$ cat src/hdl/pmss_pkg.sv
// Package for the PID motor speed-sync controller: item types, register
// codes and fixed constants shared by the RTL and the checker.
// Depends on nothing.
package pmss_pkg;

  localparam int COUNT_W   = 31;
  localparam int TIME_W    = 32;
  localparam int GAIN_W    = 16;
  localparam int DRIVE_W   = 8;
  localparam int CFG_IDX_W = 2;

  // Register indexes of the configuration port.
  localparam logic [CFG_IDX_W-1:0] CFG_PROP_GAIN  = 2'd0;
  localparam logic [CFG_IDX_W-1:0] CFG_DERIV_GAIN = 2'd1;
  localparam logic [CFG_IDX_W-1:0] CFG_INTEG_GAIN = 2'd2;

  localparam logic [GAIN_W-1:0] PROP_GAIN_RST  = 16'd512;
  localparam logic [GAIN_W-1:0] DERIV_GAIN_RST = 16'd0;
  localparam logic [GAIN_W-1:0] INTEG_GAIN_RST = 16'd0;

  // One million microseconds per second.
  localparam int                 MICRO_W = 20;
  localparam logic [MICRO_W-1:0] MICRO   = 20'd1000000;

  // Running sum limits and the clamp on the derivative term.
  localparam int                SUM_W   = 64;
  localparam logic [SUM_W-1:0]  SUM_MAX = 64'h7FFF_FFFF_FFFF_FFFF;
  localparam logic [SUM_W-1:0]  SUM_MIN = 64'h8000_0000_0000_0001;
  localparam int                TERM_W  = 61;
  localparam logic [TERM_W-1:0] TERM_LIMIT = 61'h1000_0000_0000_0000;

  // Bits of the integral quotient that can be nonzero.
  localparam int IQ_W = 60;

  localparam logic [DRIVE_W-1:0] DRIVE_MAX = 8'd255;

  typedef struct packed {
    logic [COUNT_W-1:0] target_count;
    logic [COUNT_W-1:0] measured_count;
    logic [TIME_W-1:0]  elapsed_us;
  } pmss_in_t;

  typedef struct packed {
    logic [DRIVE_W-1:0] drive_level;
    logic               saturated;
    logic               stopped;
  } pmss_out_t;

  typedef struct packed {
    logic busy;
    logic done;
  } pmss_div_stat_t;

endpackage

$ cat src/hdl/pmss_serial_div.sv
// Bit-serial restoring divider for the PID speed-sync controller.
// One quotient bit per cycle; uses pmss_pkg for its status type.
module pmss_serial_div #(
  parameter int N_W = 52,
  parameter int D_W = 32
) (
  input  logic                    clk,
  input  logic                    rst_n,
  input  logic                    start,
  input  logic [N_W-1:0]          dividend,
  input  logic [D_W-1:0]          divisor,
  output logic [N_W-1:0]          quotient,
  output pmss_pkg::pmss_div_stat_t stat
);

  localparam int              CNT_W = $clog2(N_W);
  localparam logic [CNT_W-1:0] LAST = CNT_W'(N_W - 1);

  logic             busy_r, busy_nxt;
  logic             done_r, done_nxt;
  logic [CNT_W-1:0] cnt_r, cnt_nxt;
  logic [D_W-1:0]   rem_r, rem_nxt;
  logic [D_W-1:0]   den_r, den_nxt;
  logic [N_W-1:0]   quo_r, quo_nxt;

  logic [D_W:0] trial;
  logic [D_W:0] reduced;
  logic         ge;

  // The dividend shifts out of the top of quo_r while quotient bits enter below.
  assign trial   = {rem_r, quo_r[N_W-1]};
  assign reduced = trial - {1'b0, den_r};
  assign ge      = trial >= {1'b0, den_r};

  always_comb begin
    busy_nxt = busy_r;
    done_nxt = 1'b0;
    cnt_nxt  = cnt_r;
    rem_nxt  = rem_r;
    den_nxt  = den_r;
    quo_nxt  = quo_r;
    if (start) begin
      busy_nxt = 1'b1;
      cnt_nxt  = '0;
      rem_nxt  = '0;
      den_nxt  = divisor;
      quo_nxt  = dividend;
    end else if (busy_r) begin
      rem_nxt = ge ? reduced[D_W-1:0] : trial[D_W-1:0];
      quo_nxt = {quo_r[N_W-2:0], ge};
      cnt_nxt = cnt_r + 1'b1;
      if (cnt_r == LAST) begin
        busy_nxt = 1'b0;
        done_nxt = 1'b1;
      end
    end
  end

  always_ff @(posedge clk) begin
    if (!rst_n) begin
      busy_r <= 1'b0;
      done_r <= 1'b0;
      cnt_r  <= '0;
    end else begin
      busy_r <= busy_nxt;
      done_r <= done_nxt;
      cnt_r  <= cnt_nxt;
    end
  end

  always_ff @(posedge clk) begin
    rem_r <= rem_nxt;
    den_r <= den_nxt;
    quo_r <= quo_nxt;
  end

  assign quotient  = quo_r;
  assign stat.busy = busy_r;
  assign stat.done = done_r;

endmodule

$ cat src/hdl/pid_motor_speed_sync.sv
// Top level of the PID motor speed-sync controller: sequencer, bit-serial
// multipliers, running-sum state and output register.
// Depends on pmss_pkg and pmss_serial_div.
//
//   Channel  | Ports                                   | Transfer rule
//   ---------+-----------------------------------------+----------------------------
//   input    | in_valid, in_stall, in_data             | in_valid high, in_stall low
//   result   | out_valid, out_stall, out_data          | out_valid high, out_stall low
//   config   | cfg_valid, cfg_ready, cfg_index, cfg_data | cfg_valid and cfg_ready high
//
// An item is accepted only while idle; no new item is taken until the result of
// the last one is loaded, after the 32-step error times time multiply, two
// 16-step gain multiplies and the 79-step integral divide by one million.
// Reset (rst_n low at a clock edge) restores the gains, clears the previous
// error, the running sum and any pending result. A stalled result waits in
// the output register while the next item is processed.
module pid_motor_speed_sync (
  input  logic                              clk,
  input  logic                              rst_n,
  input  logic                              in_valid,
  output logic                              in_stall,
  input  pmss_pkg::pmss_in_t                in_data,
  output logic                              out_valid,
  input  logic                              out_stall,
  output pmss_pkg::pmss_out_t               out_data,
  input  logic                              cfg_valid,
  output logic                              cfg_ready,
  input  logic [pmss_pkg::CFG_IDX_W-1:0]    cfg_index,
  input  logic [pmss_pkg::GAIN_W-1:0]       cfg_data
);

  // Widths of the datapath, all following from the fixed field widths.
  localparam int CW     = pmss_pkg::COUNT_W;
  localparam int TW     = pmss_pkg::TIME_W;
  localparam int GW     = pmss_pkg::GAIN_W;
  localparam int MW     = pmss_pkg::MICRO_W;
  localparam int SW     = pmss_pkg::SUM_W;
  localparam int ED_W   = CW + TW;      // |error| * dt
  localparam int DN_W   = TW + MW;      // |error delta| * 1e6
  localparam int P_W    = CW + GW;      // kp * |error|
  localparam int SMAG_W = SW - 1;       // |running sum|
  localparam int I_W    = SMAG_W + GW;  // ki * |running sum|
  localparam int MD_W   = DN_W + GW;    // kd * |derivative|
  localparam int CNT_W  = $clog2(TW);

  localparam logic [CNT_W-1:0] MUL1_LAST = CNT_W'(TW - 1);
  localparam logic [CNT_W-1:0] GAIN_LAST = CNT_W'(GW - 1);

  // Sequencer states.
  localparam int ST_W = 4;
  localparam logic [ST_W-1:0] ST_IDLE   = 4'd0;
  localparam logic [ST_W-1:0] ST_PREP_E = 4'd1;
  localparam logic [ST_W-1:0] ST_PREP_D = 4'd2;
  localparam logic [ST_W-1:0] ST_MUL1   = 4'd3;
  localparam logic [ST_W-1:0] ST_SUM1   = 4'd4;
  localparam logic [ST_W-1:0] ST_SUM2   = 4'd5;
  localparam logic [ST_W-1:0] ST_SUM3   = 4'd6;
  localparam logic [ST_W-1:0] ST_MUL2   = 4'd7;
  localparam logic [ST_W-1:0] ST_DIVGO  = 4'd8;
  localparam logic [ST_W-1:0] ST_DIV    = 4'd9;
  localparam logic [ST_W-1:0] ST_MUL3   = 4'd10;
  localparam logic [ST_W-1:0] ST_FIN1   = 4'd11;
  localparam logic [ST_W-1:0] ST_FIN2   = 4'd12;
  localparam logic [ST_W-1:0] ST_FIN3   = 4'd13;
  localparam logic [ST_W-1:0] ST_OUT    = 4'd14;

  // Control state.
  logic [ST_W-1:0]  state_r, state_nxt;
  logic [CNT_W-1:0] cnt_r, cnt_nxt;
  logic             out_valid_r, out_valid_nxt;
  logic [GW-1:0]    prop_gain_r, prop_gain_nxt;
  logic [GW-1:0]    deriv_gain_r, deriv_gain_nxt;
  logic [GW-1:0]    integ_gain_r, integ_gain_nxt;
  logic [TW-1:0]    last_error_r, last_error_nxt;
  logic [SW-1:0]    sum_r, sum_nxt;

  // Datapath registers.
  pmss_pkg::pmss_in_t  in_r, in_nxt;
  pmss_pkg::pmss_out_t out_r, out_nxt;
  logic [TW-1:0]     err_r, err_nxt;
  logic [CW-1:0]     err_mag_r, err_mag_nxt;
  logic              err_neg_r, err_neg_nxt;
  logic              stop_r, stop_nxt;
  logic              dt_zero_r, dt_zero_nxt;
  logic [TW-1:0]     diff_mag_r, diff_mag_nxt;
  logic              diff_neg_r, diff_neg_nxt;
  logic [ED_W-1:0]   m_ed_r, m_ed_nxt;
  logic [DN_W-1:0]   m_dn_r, m_dn_nxt;
  logic [P_W-1:0]    m_p_r, m_p_nxt;
  logic [I_W-1:0]    m_i_r, m_i_nxt;
  logic [MD_W-1:0]   m_d_r, m_d_nxt;
  logic [SW-1:0]     prod_r, prod_nxt;
  logic [SMAG_W-1:0] sum_mag_r, sum_mag_nxt;
  logic              sum_neg_r, sum_neg_nxt;
  logic [SW-1:0]     pterm_r, pterm_nxt;
  logic [SW-1:0]     dterm_r, dterm_nxt;
  logic [SW-1:0]     iterm_r, iterm_nxt;
  logic [SW-1:0]     part_r, part_nxt;
  logic [SW-1:0]     total_r, total_nxt;

  // Shift-and-add steps of the serial multipliers: the low end of each
  // product register holds the multiplier bits not yet used.
  logic [CW:0]     ed_add;
  logic [TW:0]     dn_add;
  logic [CW:0]     p_add;
  logic [SMAG_W:0] i_add;
  logic [DN_W:0]   d_add;
  logic [DN_W-1:0] der_a;

  // Other combinational terms.
  logic            meas_ge;
  logic [TW:0]     diff_fw;
  logic [TW:0]     diff_bw;
  logic [SW:0]     sum_wide;
  logic            sum_pos_ovf;
  logic            sum_neg_ovf;
  logic [pmss_pkg::TERM_W-1:0] d_lim;
  logic [SW-1:0]   tot_mag;
  logic            clamp;
  logic            out_load;

  // Divider interfaces.
  logic                     der_start;
  logic                     int_start;
  logic [DN_W-1:0]          der_quo;
  logic [I_W-1:0]           int_quo;
  pmss_pkg::pmss_div_stat_t der_stat;
  pmss_pkg::pmss_div_stat_t int_stat;

  // The derivative quotient; it counts as zero when no time has elapsed.
  assign der_a = dt_zero_r ? '0 : der_quo;

  assign ed_add = {1'b0, m_ed_r[ED_W-1:TW]}  + (m_ed_r[0] ? {1'b0, err_mag_r}  : '0);
  assign dn_add = {1'b0, m_dn_r[DN_W-1:MW]}  + (m_dn_r[0] ? {1'b0, diff_mag_r} : '0);
  assign p_add  = {1'b0, m_p_r[P_W-1:GW]}    + (m_p_r[0]  ? {1'b0, err_mag_r}  : '0);
  assign i_add  = {1'b0, m_i_r[I_W-1:GW]}    + (m_i_r[0]  ? {1'b0, sum_mag_r}  : '0);
  assign d_add  = {1'b0, m_d_r[MD_W-1:GW]}   + (m_d_r[0]  ? {1'b0, der_a}      : '0);

  // The error delta is formed both ways so that its magnitude needs no
  // negation after the subtraction.
  assign meas_ge = in_r.measured_count >= in_r.target_count;
  assign diff_fw = {err_r[TW-1], err_r} - {last_error_r[TW-1], last_error_r};
  assign diff_bw = {last_error_r[TW-1], last_error_r} - {err_r[TW-1], err_r};

  // Running sum with saturation at plus or minus (2^63 - 1). Minus 2^63
  // itself also saturates.
  assign sum_wide    = {sum_r[SW-1], sum_r} + {prod_r[SW-1], prod_r};
  assign sum_pos_ovf = !sum_wide[SW] && sum_wide[SW-1];
  assign sum_neg_ovf = sum_wide[SW] && (!sum_wide[SW-1] || (sum_wide[SW-2:0] == '0));

  assign d_lim = (m_d_r > MD_W'(pmss_pkg::TERM_LIMIT)) ? pmss_pkg::TERM_LIMIT
                                                       : m_d_r[pmss_pkg::TERM_W-1:0];

  // Magnitude of the control value, truncated to whole Q.8 units; any bit
  // above the low byte of the integer part means a clamp.
  assign tot_mag = total_r[SW-1] ? (SW'(0) - total_r) : total_r;
  assign clamp   = |tot_mag[SW-1:16];

  assign out_load  = (state_r == ST_OUT) && (!out_valid_r || !out_stall);
  assign der_start = (state_r == ST_SUM3) && !dt_zero_r;
  assign int_start = (state_r == ST_DIVGO);

  assign in_stall  = (state_r != ST_IDLE);
  assign cfg_ready = 1'b1;
  assign out_valid = out_valid_r;
  assign out_data  = out_r;

  // Derivative: |delta| * 1e6 / dt.
  pmss_serial_div #(
    .N_W(DN_W),
    .D_W(TW)
  ) u_der_div (
    .clk      (clk),
    .rst_n    (rst_n),
    .start    (der_start),
    .dividend (m_dn_r),
    .divisor  (in_r.elapsed_us),
    .quotient (der_quo),
    .stat     (der_stat)
  );

  // Integral term: ki * |sum| / 1e6, one quotient bit per cycle.
  pmss_serial_div #(
    .N_W(I_W),
    .D_W(MW)
  ) u_int_div (
    .clk      (clk),
    .rst_n    (rst_n),
    .start    (int_start),
    .dividend (m_i_r),
    .divisor  (pmss_pkg::MICRO),
    .quotient (int_quo),
    .stat     (int_stat)
  );

  // Configuration writes; an index past the last register is ignored.
  always_comb begin
    prop_gain_nxt  = prop_gain_r;
    deriv_gain_nxt = deriv_gain_r;
    integ_gain_nxt = integ_gain_r;
    if (cfg_valid && cfg_ready) begin
      case (cfg_index)
        pmss_pkg::CFG_PROP_GAIN:  prop_gain_nxt  = cfg_data;
        pmss_pkg::CFG_DERIV_GAIN: deriv_gain_nxt = cfg_data;
        pmss_pkg::CFG_INTEG_GAIN: integ_gain_nxt = cfg_data;
        default: ;
      endcase
    end
  end

  // Sequencer and datapath.
  always_comb begin
    state_nxt      = state_r;
    cnt_nxt        = cnt_r;
    last_error_nxt = last_error_r;
    sum_nxt        = sum_r;
    in_nxt         = in_r;
    out_nxt        = out_r;
    err_nxt        = err_r;
    err_mag_nxt    = err_mag_r;
    err_neg_nxt    = err_neg_r;
    stop_nxt       = stop_r;
    dt_zero_nxt    = dt_zero_r;
    diff_mag_nxt   = diff_mag_r;
    diff_neg_nxt   = diff_neg_r;
    m_ed_nxt       = m_ed_r;
    m_dn_nxt       = m_dn_r;
    m_p_nxt        = m_p_r;
    m_i_nxt        = m_i_r;
    m_d_nxt        = m_d_r;
    prod_nxt       = prod_r;
    sum_mag_nxt    = sum_mag_r;
    sum_neg_nxt    = sum_neg_r;
    pterm_nxt      = pterm_r;
    dterm_nxt      = dterm_r;
    iterm_nxt      = iterm_r;
    part_nxt       = part_r;
    total_nxt      = total_r;
    out_valid_nxt  = out_valid_r && out_stall;

    case (state_r)
      ST_IDLE: begin
        if (in_valid) begin
          in_nxt    = in_data;
          state_nxt = ST_PREP_E;
        end
      end
      ST_PREP_E: begin
        err_nxt     = {1'b0, in_r.measured_count} - {1'b0, in_r.target_count};
        err_mag_nxt = meas_ge ? (in_r.measured_count - in_r.target_count)
                              : (in_r.target_count - in_r.measured_count);
        err_neg_nxt = !meas_ge;
        stop_nxt    = meas_ge && (in_r.measured_count != in_r.target_count);
        dt_zero_nxt = (in_r.elapsed_us == '0);
        state_nxt   = ST_PREP_D;
      end
      ST_PREP_D: begin
        diff_neg_nxt = diff_fw[TW];
        diff_mag_nxt = diff_fw[TW] ? diff_bw[TW-1:0] : diff_fw[TW-1:0];
        m_ed_nxt     = {{CW{1'b0}}, in_r.elapsed_us};
        m_dn_nxt     = {{TW{1'b0}}, pmss_pkg::MICRO};
        m_p_nxt      = {{CW{1'b0}}, prop_gain_r};
        cnt_nxt      = '0;
        state_nxt    = ST_MUL1;
      end
      ST_MUL1: begin
        // Three products at once; the shorter multipliers stop early.
        m_ed_nxt = {ed_add, m_ed_r[TW-1:1]};
        if (cnt_r < CNT_W'(MW)) begin
          m_dn_nxt = {dn_add, m_dn_r[MW-1:1]};
        end
        if (cnt_r < CNT_W'(GW)) begin
          m_p_nxt = {p_add, m_p_r[GW-1:1]};
        end
        cnt_nxt = cnt_r + 1'b1;
        if (cnt_r == MUL1_LAST) begin
          state_nxt = ST_SUM1;
        end
      end
      ST_SUM1: begin
        prod_nxt  = err_neg_r ? (SW'(0) - SW'(m_ed_r)) : SW'(m_ed_r);
        state_nxt = ST_SUM2;
      end
      ST_SUM2: begin
        if (sum_pos_ovf) begin
          sum_nxt = pmss_pkg::SUM_MAX;
        end else if (sum_neg_ovf) begin
          sum_nxt = pmss_pkg::SUM_MIN;
        end else begin
          sum_nxt = sum_wide[SW-1:0];
        end
        last_error_nxt = err_r;
        state_nxt      = ST_SUM3;
      end
      ST_SUM3: begin
        // The derivative divide starts here, unless no time has elapsed, and runs alongside the integral path.
        sum_neg_nxt = sum_r[SW-1];
        sum_mag_nxt = sum_r[SW-1] ? SMAG_W'(SW'(0) - sum_r) : sum_r[SMAG_W-1:0];
        m_i_nxt     = {{SMAG_W{1'b0}}, integ_gain_r};
        cnt_nxt     = '0;
        state_nxt   = ST_MUL2;
      end
      ST_MUL2: begin
        m_i_nxt = {i_add, m_i_r[GW-1:1]};
        cnt_nxt = cnt_r + 1'b1;
        if (cnt_r == GAIN_LAST) begin
          state_nxt = ST_DIVGO;
        end
      end
      ST_DIVGO: begin
        state_nxt = ST_DIV;
      end
      ST_DIV: begin
        // The derivative divide is shorter and started earlier, so it is
        // finished by the time the integral divide reports done.
        if (int_stat.done && !der_stat.busy) begin
          m_d_nxt   = {{DN_W{1'b0}}, deriv_gain_r};
          cnt_nxt   = '0;
          state_nxt = ST_MUL3;
        end
      end
      ST_MUL3: begin
        m_d_nxt = {d_add, m_d_r[GW-1:1]};
        cnt_nxt = cnt_r + 1'b1;
        if (cnt_r == GAIN_LAST) begin
          state_nxt = ST_FIN1;
        end
      end
      ST_FIN1: begin
        pterm_nxt = err_neg_r ? (SW'(0) - SW'(m_p_r)) : SW'(m_p_r);
        dterm_nxt = diff_neg_r ? (SW'(0) - SW'(d_lim)) : SW'(d_lim);
        state_nxt = ST_FIN2;
      end
      ST_FIN2: begin
        part_nxt  = pterm_r + dterm_r;
        iterm_nxt = sum_neg_r ? (SW'(0) - SW'(int_quo[pmss_pkg::IQ_W-1:0]))
                              : SW'(int_quo[pmss_pkg::IQ_W-1:0]);
        state_nxt = ST_FIN3;
      end
      ST_FIN3: begin
        total_nxt = part_r + iterm_r;
        state_nxt = ST_OUT;
      end
      ST_OUT: begin
        if (out_load) begin
          out_nxt.saturated   = clamp;
          out_nxt.stopped     = stop_r;
          out_nxt.drive_level = stop_r ? '0 : (clamp ? pmss_pkg::DRIVE_MAX : tot_mag[15:8]);
          out_valid_nxt       = 1'b1;
          state_nxt           = ST_IDLE;
        end
      end
      default: begin
        state_nxt = ST_IDLE;
      end
    endcase
  end

  always_ff @(posedge clk) begin
    if (!rst_n) begin
      state_r      <= ST_IDLE;
      cnt_r        <= '0;
      out_valid_r  <= 1'b0;
      prop_gain_r  <= pmss_pkg::PROP_GAIN_RST;
      deriv_gain_r <= pmss_pkg::DERIV_GAIN_RST;
      integ_gain_r <= pmss_pkg::INTEG_GAIN_RST;
      last_error_r <= '0;
      sum_r        <= '0;
    end else begin
      state_r      <= state_nxt;
      cnt_r        <= cnt_nxt;
      out_valid_r  <= out_valid_nxt;
      prop_gain_r  <= prop_gain_nxt;
      deriv_gain_r <= deriv_gain_nxt;
      integ_gain_r <= integ_gain_nxt;
      last_error_r <= last_error_nxt;
      sum_r        <= sum_nxt;
    end
  end

  always_ff @(posedge clk) begin
    in_r       <= in_nxt;
    out_r      <= out_nxt;
    err_r      <= err_nxt;
    err_mag_r  <= err_mag_nxt;
    err_neg_r  <= err_neg_nxt;
    stop_r     <= stop_nxt;
    dt_zero_r  <= dt_zero_nxt;
    diff_mag_r <= diff_mag_nxt;
    diff_neg_r <= diff_neg_nxt;
    m_ed_r     <= m_ed_nxt;
    m_dn_r     <= m_dn_nxt;
    m_p_r      <= m_p_nxt;
    m_i_r      <= m_i_nxt;
    m_d_r      <= m_d_nxt;
    prod_r     <= prod_nxt;
    sum_mag_r  <= sum_mag_nxt;
    sum_neg_r  <= sum_neg_nxt;
    pterm_r    <= pterm_nxt;
    dterm_r    <= dterm_nxt;
    iterm_r    <= iterm_nxt;
    part_r     <= part_nxt;
    total_r    <= total_nxt;
  end

endmodule

$ cat config.mk
export PLATFORM = sky130hd
export DESIGN_NAME = pid_motor_speed_sync
export DESIGN_NICKNAME = d
export VERILOG_FILES = /design/src/hdl/pmss_pkg.sv /design/src/hdl/pmss_serial_div.sv /design/src/hdl/pid_motor_speed_sync.sv
export SDC_FILE = /design/constraint.sdc
export NUM_CORES = 2
export LEC_CHECK = 0
export BUFFER_PORTS_ARGS = -buffer_cell sky130_fd_sc_hd__buf_2
export CELL_PAD_IN_SITES_DETAIL_PLACEMENT = 0
export CELL_PAD_IN_SITES_GLOBAL_PLACEMENT = 1
export CORE_MARGIN = 4
export CORE_UTILIZATION = 42
export DETAILED_ROUTE_END_ITERATION = 8
export PLACE_DENSITY = 0.65
export SLEW_MARGIN = 20
export SYNTH_ARGS = -nofsm -noshare
export SYNTH_HDL_FRONTEND = slang
export SYNTH_HIERARCHICAL = 1
export SYNTH_SLANG_ARGS = --single-unit
$ cat constraint.sdc
create_clock -name clk -period 24.3 [get_ports clk]
set_clock_uncertainty 0.05 [all_clocks]
set_input_delay 4.86 -clock clk [delete_from_list [all_inputs] [get_ports clk]]
set_output_delay 4.86 -clock clk [all_outputs]
set_load 0.01 [all_outputs]
## Word-level counts from Yosys, hierarchy flattened

Cells that the tools add are included.

- Reduce and logical (&&, ||, !) cells: 43
- Mux-type cells: 50
- Equality and inequality tests: 29
- Order comparisons: 6
- Bitwise logic cells: 2
- Add/sub/neg operators: 24

Operators with widths:

| kind | count |
|---|---|
| 2-to-1 mux 52 bit | 5 |
| 2-to-1 mux 64 bit | 3 |
| 2-to-1 mux 63 bit | 3 |
| 2-to-1 mux 79 bit | 2 |
| one-hot mux 79 bit (2 select lines) | 1 |
| one-hot mux 68 bit (2 select lines) | 1 |
| one-hot mux 63 bit (2 select lines) | 1 |
| 2-to-1 mux 61 bit | 2 |
| one-hot mux 52 bit (2 select lines) | 1 |
| 2-to-1 mux 32 bit | 3 |
| 2-to-1 mux 47 bit | 2 |
| one-hot mux 47 bit (2 select lines) | 1 |
| 2-to-1 mux 31 bit | 3 |
| greater-than comparator 68 x 61 -> 1 bit, second input constant | 1 |
| 2-to-1 mux 68 bit | 1 |
| adder 64 x 64 -> 65 bit | 1 |
| adder 31 x 31 -> 32 bit | 2 |
| adder 63 x 63 -> 64 bit | 1 |
| adder 64 bit | 1 |
| subtractor 1 x 63 -> 64 bit, first input constant | 1 |
| subtractor 1 x 64 -> 64 bit, first input constant | 1 |
| subtractor 32 bit | 2 |
| adder 48 x 62 -> 63 bit | 1 |
| zero test 63 bit | 1 |
| other kinds (52) | 113 |

- Logic and storage cells: 202
- Bits in registers: 1324

## Logic depth before layout (Yosys ltp)

- Depth in word-level cells: 6
- Mapped depth: 19
- Mapped depth without buffers: 18

## Hierarchy

Netlist, hierarchy kept.

By module, submodules not included:

| module | cells each | times used | area each (sq um) | seq. area each (sq um) |
|---|---|---|---|---|
| pid_motor_speed_sync | 7541 | 1 | 72595.9 | 31219.9 |
| pmss_serial_div at u_der_div | 615 | 1 | 6691.4 | 3323.2 |
| pmss_serial_div at u_int_div | 483 | 1 | 6198.4 | 3553.4 |

## Least setup slack after synthesis

Ideal clock, no wire load.

- Path kind: reg2reg
- Start: register state_r[0]
- End: register iterm_r[0], enable pin
- Path buffers: 2
- Data arrival time: 9078 ps
- Required time: 23491 ps
- Period minus slack after synthesis: 9887 ps
- Library setup time: 759 ps
- Setup slack: 14413 ps
- Stages on the path, launching flop included: 4
- Cell sequence: dfxtp_1 > clkbuf_1 > clkbuf_1 > nor3_1

- Word-level cells in the longest chain between the ends: 1

RTL lines:

| element | RTL line | text |
|---|---|---|
| from (decl) | pid_motor_speed_sync.sv:68 | `logic [ST_W-1:0] state_r, state_nxt;` |
| from (signal assigned) | pid_motor_speed_sync.sv:370 | `state_r <= state_nxt;` |
| == test 4 bit | pid_motor_speed_sync.sv:241 | `case (state_r)` |
| to (signal assigned) | pid_motor_speed_sync.sv:401 | `iterm_r <= iterm_nxt;` |
| to (decl) | pid_motor_speed_sync.sv:97 | `logic [SW-1:0] iterm_r, iterm_nxt;` |

Every way passes these cells.
A chain may end at the register's enable or synchronous reset.

## Worst setup path after layout

- Start: register state_r[0]
- End: output in_stall

- Word-level cells in the longest chain between the ends: 1

RTL lines:

| element | RTL line | text |
|---|---|---|
| nonzero test 4 bit | pid_motor_speed_sync.sv:163 | `assign in_stall = (state_r != ST_IDLE);` |
| to (decl) | pid_motor_speed_sync.sv:21 | `output logic in_stall,` |

Every way passes these cells.

==> results by group <==
CTS
  • CTS tree: done
  • Clk_lat worst skew: around 790 ps
  • Clock Path Buffers: 3
  • Clock transition at path regs: ~60 ps
  • H-tree depth: 4
  • CTS resizes: 0
  • Clk root buf: clkbuf_16
  • Setup Buffers After CTS: 0
  • Sinks on Clock Net: 1,342
  • CTS buffer count: around 160
  • Hold-fix buffers, CTS: 0

Power
  • Power density cells: 90.2 mW/mm^2
  • IR drop worst, VDD: 0.0000757 V
  • Power Total: 8.52 mW
  • Pleak: 36.6 nW

STA
  • Fin crit share: 29.3%
  • Fmax: 0.140 GHz
  • Slew margin rel.: between 30% and 40%
  • Worst Tran Pin Value: 1020 ps
  • RSZ-0062 raised after global routing: no
  • Setup TNS: 0 ps
  • Final setup vio count: 0
  • Min cycle time layout: 7120 ps
  • Hold Slack: 414 ps
  • Fin. max-slew vios: 0
  • Endpoints failing hold: 0

Global route
  • First-pass GRT wire length: 371,000 um
  • Initial antenna violation count: 34
  • All-Layer GR Usage: ~22%
  • Largest net degree at the start of global routing: just under 100
  • Number of global-route vias before repair: approximately 61,000
  • Grt ovf: 0

Yosys
  • Synth Warn #: 6
  • Cell Area, Synth: 0.0854 mm^2
  • Synth Instances: between 8,000 and 9,000
  • Synthesized area per cell: 9.90 um^2

Worst setup path
  • Startpoint Class: register
  • Critical path type: reg -> out
  • CP Data Arrival Time: 2210 ps
  • Max FO, Critical Path: 18
  • Worst path required time: 19,390 ps
  • CP endpoint kind: primary output

Placed design
  • Placer Congestion: 0.920
  • Port Buffers: 128
  • Final HPWL DP: 185,000 um
  • Cell Area, Placed: 0.0888 mm^2

Flow run
  • Max-Cap Viols: 0

Floorplanning
  • Rows: 165
  • Core box area: 0.202 mm^2
  • Starting density of the core: 42.2%
  • IO Count: 130
  • Die area: 0.211 mm^2
  • DIE WIDTH: between 400 and 500 um
  • Die H: 459 um

Drt
  • Drt first pass iters: 6
  • Via count: 64,600
  • Drt drc: 0
  • DR iter-0 viols: between 4,000 and 5,000
  • DR vias/cell: 5.62
  • WL final: 242,000 um
  • Post-route ant nets: 0
  • Wire per inst: approximately 21 um

Layout
  • Synth-to-Final Area Change: 10.4%
  • Fill cell count: 19,100
  • Post-route cell area: 0.0944 mm^2
  • Layout Nets: 9,394
  • Share of layout cells above drive strength 1: 8.07%

Min path
  • Worst Hold Class: reg -> reg

Status
  • Status: finished clean
[flip-flops by register name, summed over array words and instances (netlist names), 62 cells and up]
name,count
m_d_r,68
u_int_div/quotient,79
m_i_r,79
part_r,63
sum_mag_r,63
in_r,94
total_r,64
sum_r,64
prod_r,64
dterm_r,62
m_ed_r,63
[power by group]
group          leakage, nW  switching (mW)  internal (mW)
clock                 2.67           0.993           1.51
sequential            12.1           0.288           2.91
combinational         21.8            1.73           1.07
total                 36.6            3.01           5.50
[stage by stage]
stage,worst slack (ps),instances,utilization (%)
final,17180,11500,46.6
after global routing,17020,11500,46.6
after CTS,17080,11500,46.6
after detailed placement,16770,11200,43.9
after global placement,16750,11200,43.9
after floorplan,14410,8654,-
[worst paths after layout]
path / start / to / slack (ps) / cells past startpoint
hold reg to reg: deriv_gain_r[9] / deriv_gain_r[9] / 410 / 2
setup / recovery: state_r[0] / in_stall / 17180 / 3
setup reg to reg: m_ed_r[0] / prod_r[58] / 18140 / 15
hold / removal: deriv_gain_r[9] / deriv_gain_r[9] / 410 / 2
[layer usage]
layer	routed length [um]	up-vias	GRT usage [%]
li1	-	31900	-
met2	106000	1381	34.9
met3	9640	317	2.38
met5	9	-	0
met1	118000	31100	32.8
met4	7190	2	6.47
[worst max-delay path, stage by stage (launching register included)]
cell and delay (ps):
dfxtp_1 790, nor2_1 140, nand2_1 280, buf_2 200
[layout by cell type, fill, tap and decap left out, types with 59 or more instances in the layout]
master     count
a211oi_1     104
a21boi_0     106
a21o_1       291
a21oi_1      568
a31oi_1       70
and2_1       254
and3_1        61
buf_2        127
buf_4         61
clkbuf_16    166
dfxtp_1      220
edfxtp_1    1120
ha_1         585
inv_1        353
mux2_2       148
nand2_1      830
nand2b_1     125
nand3_1      133
nand4_1       85
nor2_1       671
nor2b_1       87
nor3_1       157
nor4_1        59
o21a_1        72
o21ai_0      487
o21bai_1     101
o31ai_1      121
or3_1         71
xnor2_1      491
xor2_1       226
[area by class of cell]
cell class	instances	area (um^2)	area share, %
Sequential cell	1342	38100	40.4
Antenna cell	9	22.5	0.0239
Timing Repair Buffer	188	1090	1.16
Inverter	358	1350	1.43
Multi-Input combinational cell	6626	45000	47.7
Clock buffer	201	4380	4.64
Clock inverter	94	1110	1.18
Tap cell	2672	3340	3.54
(Power assumes the default switching activity.)
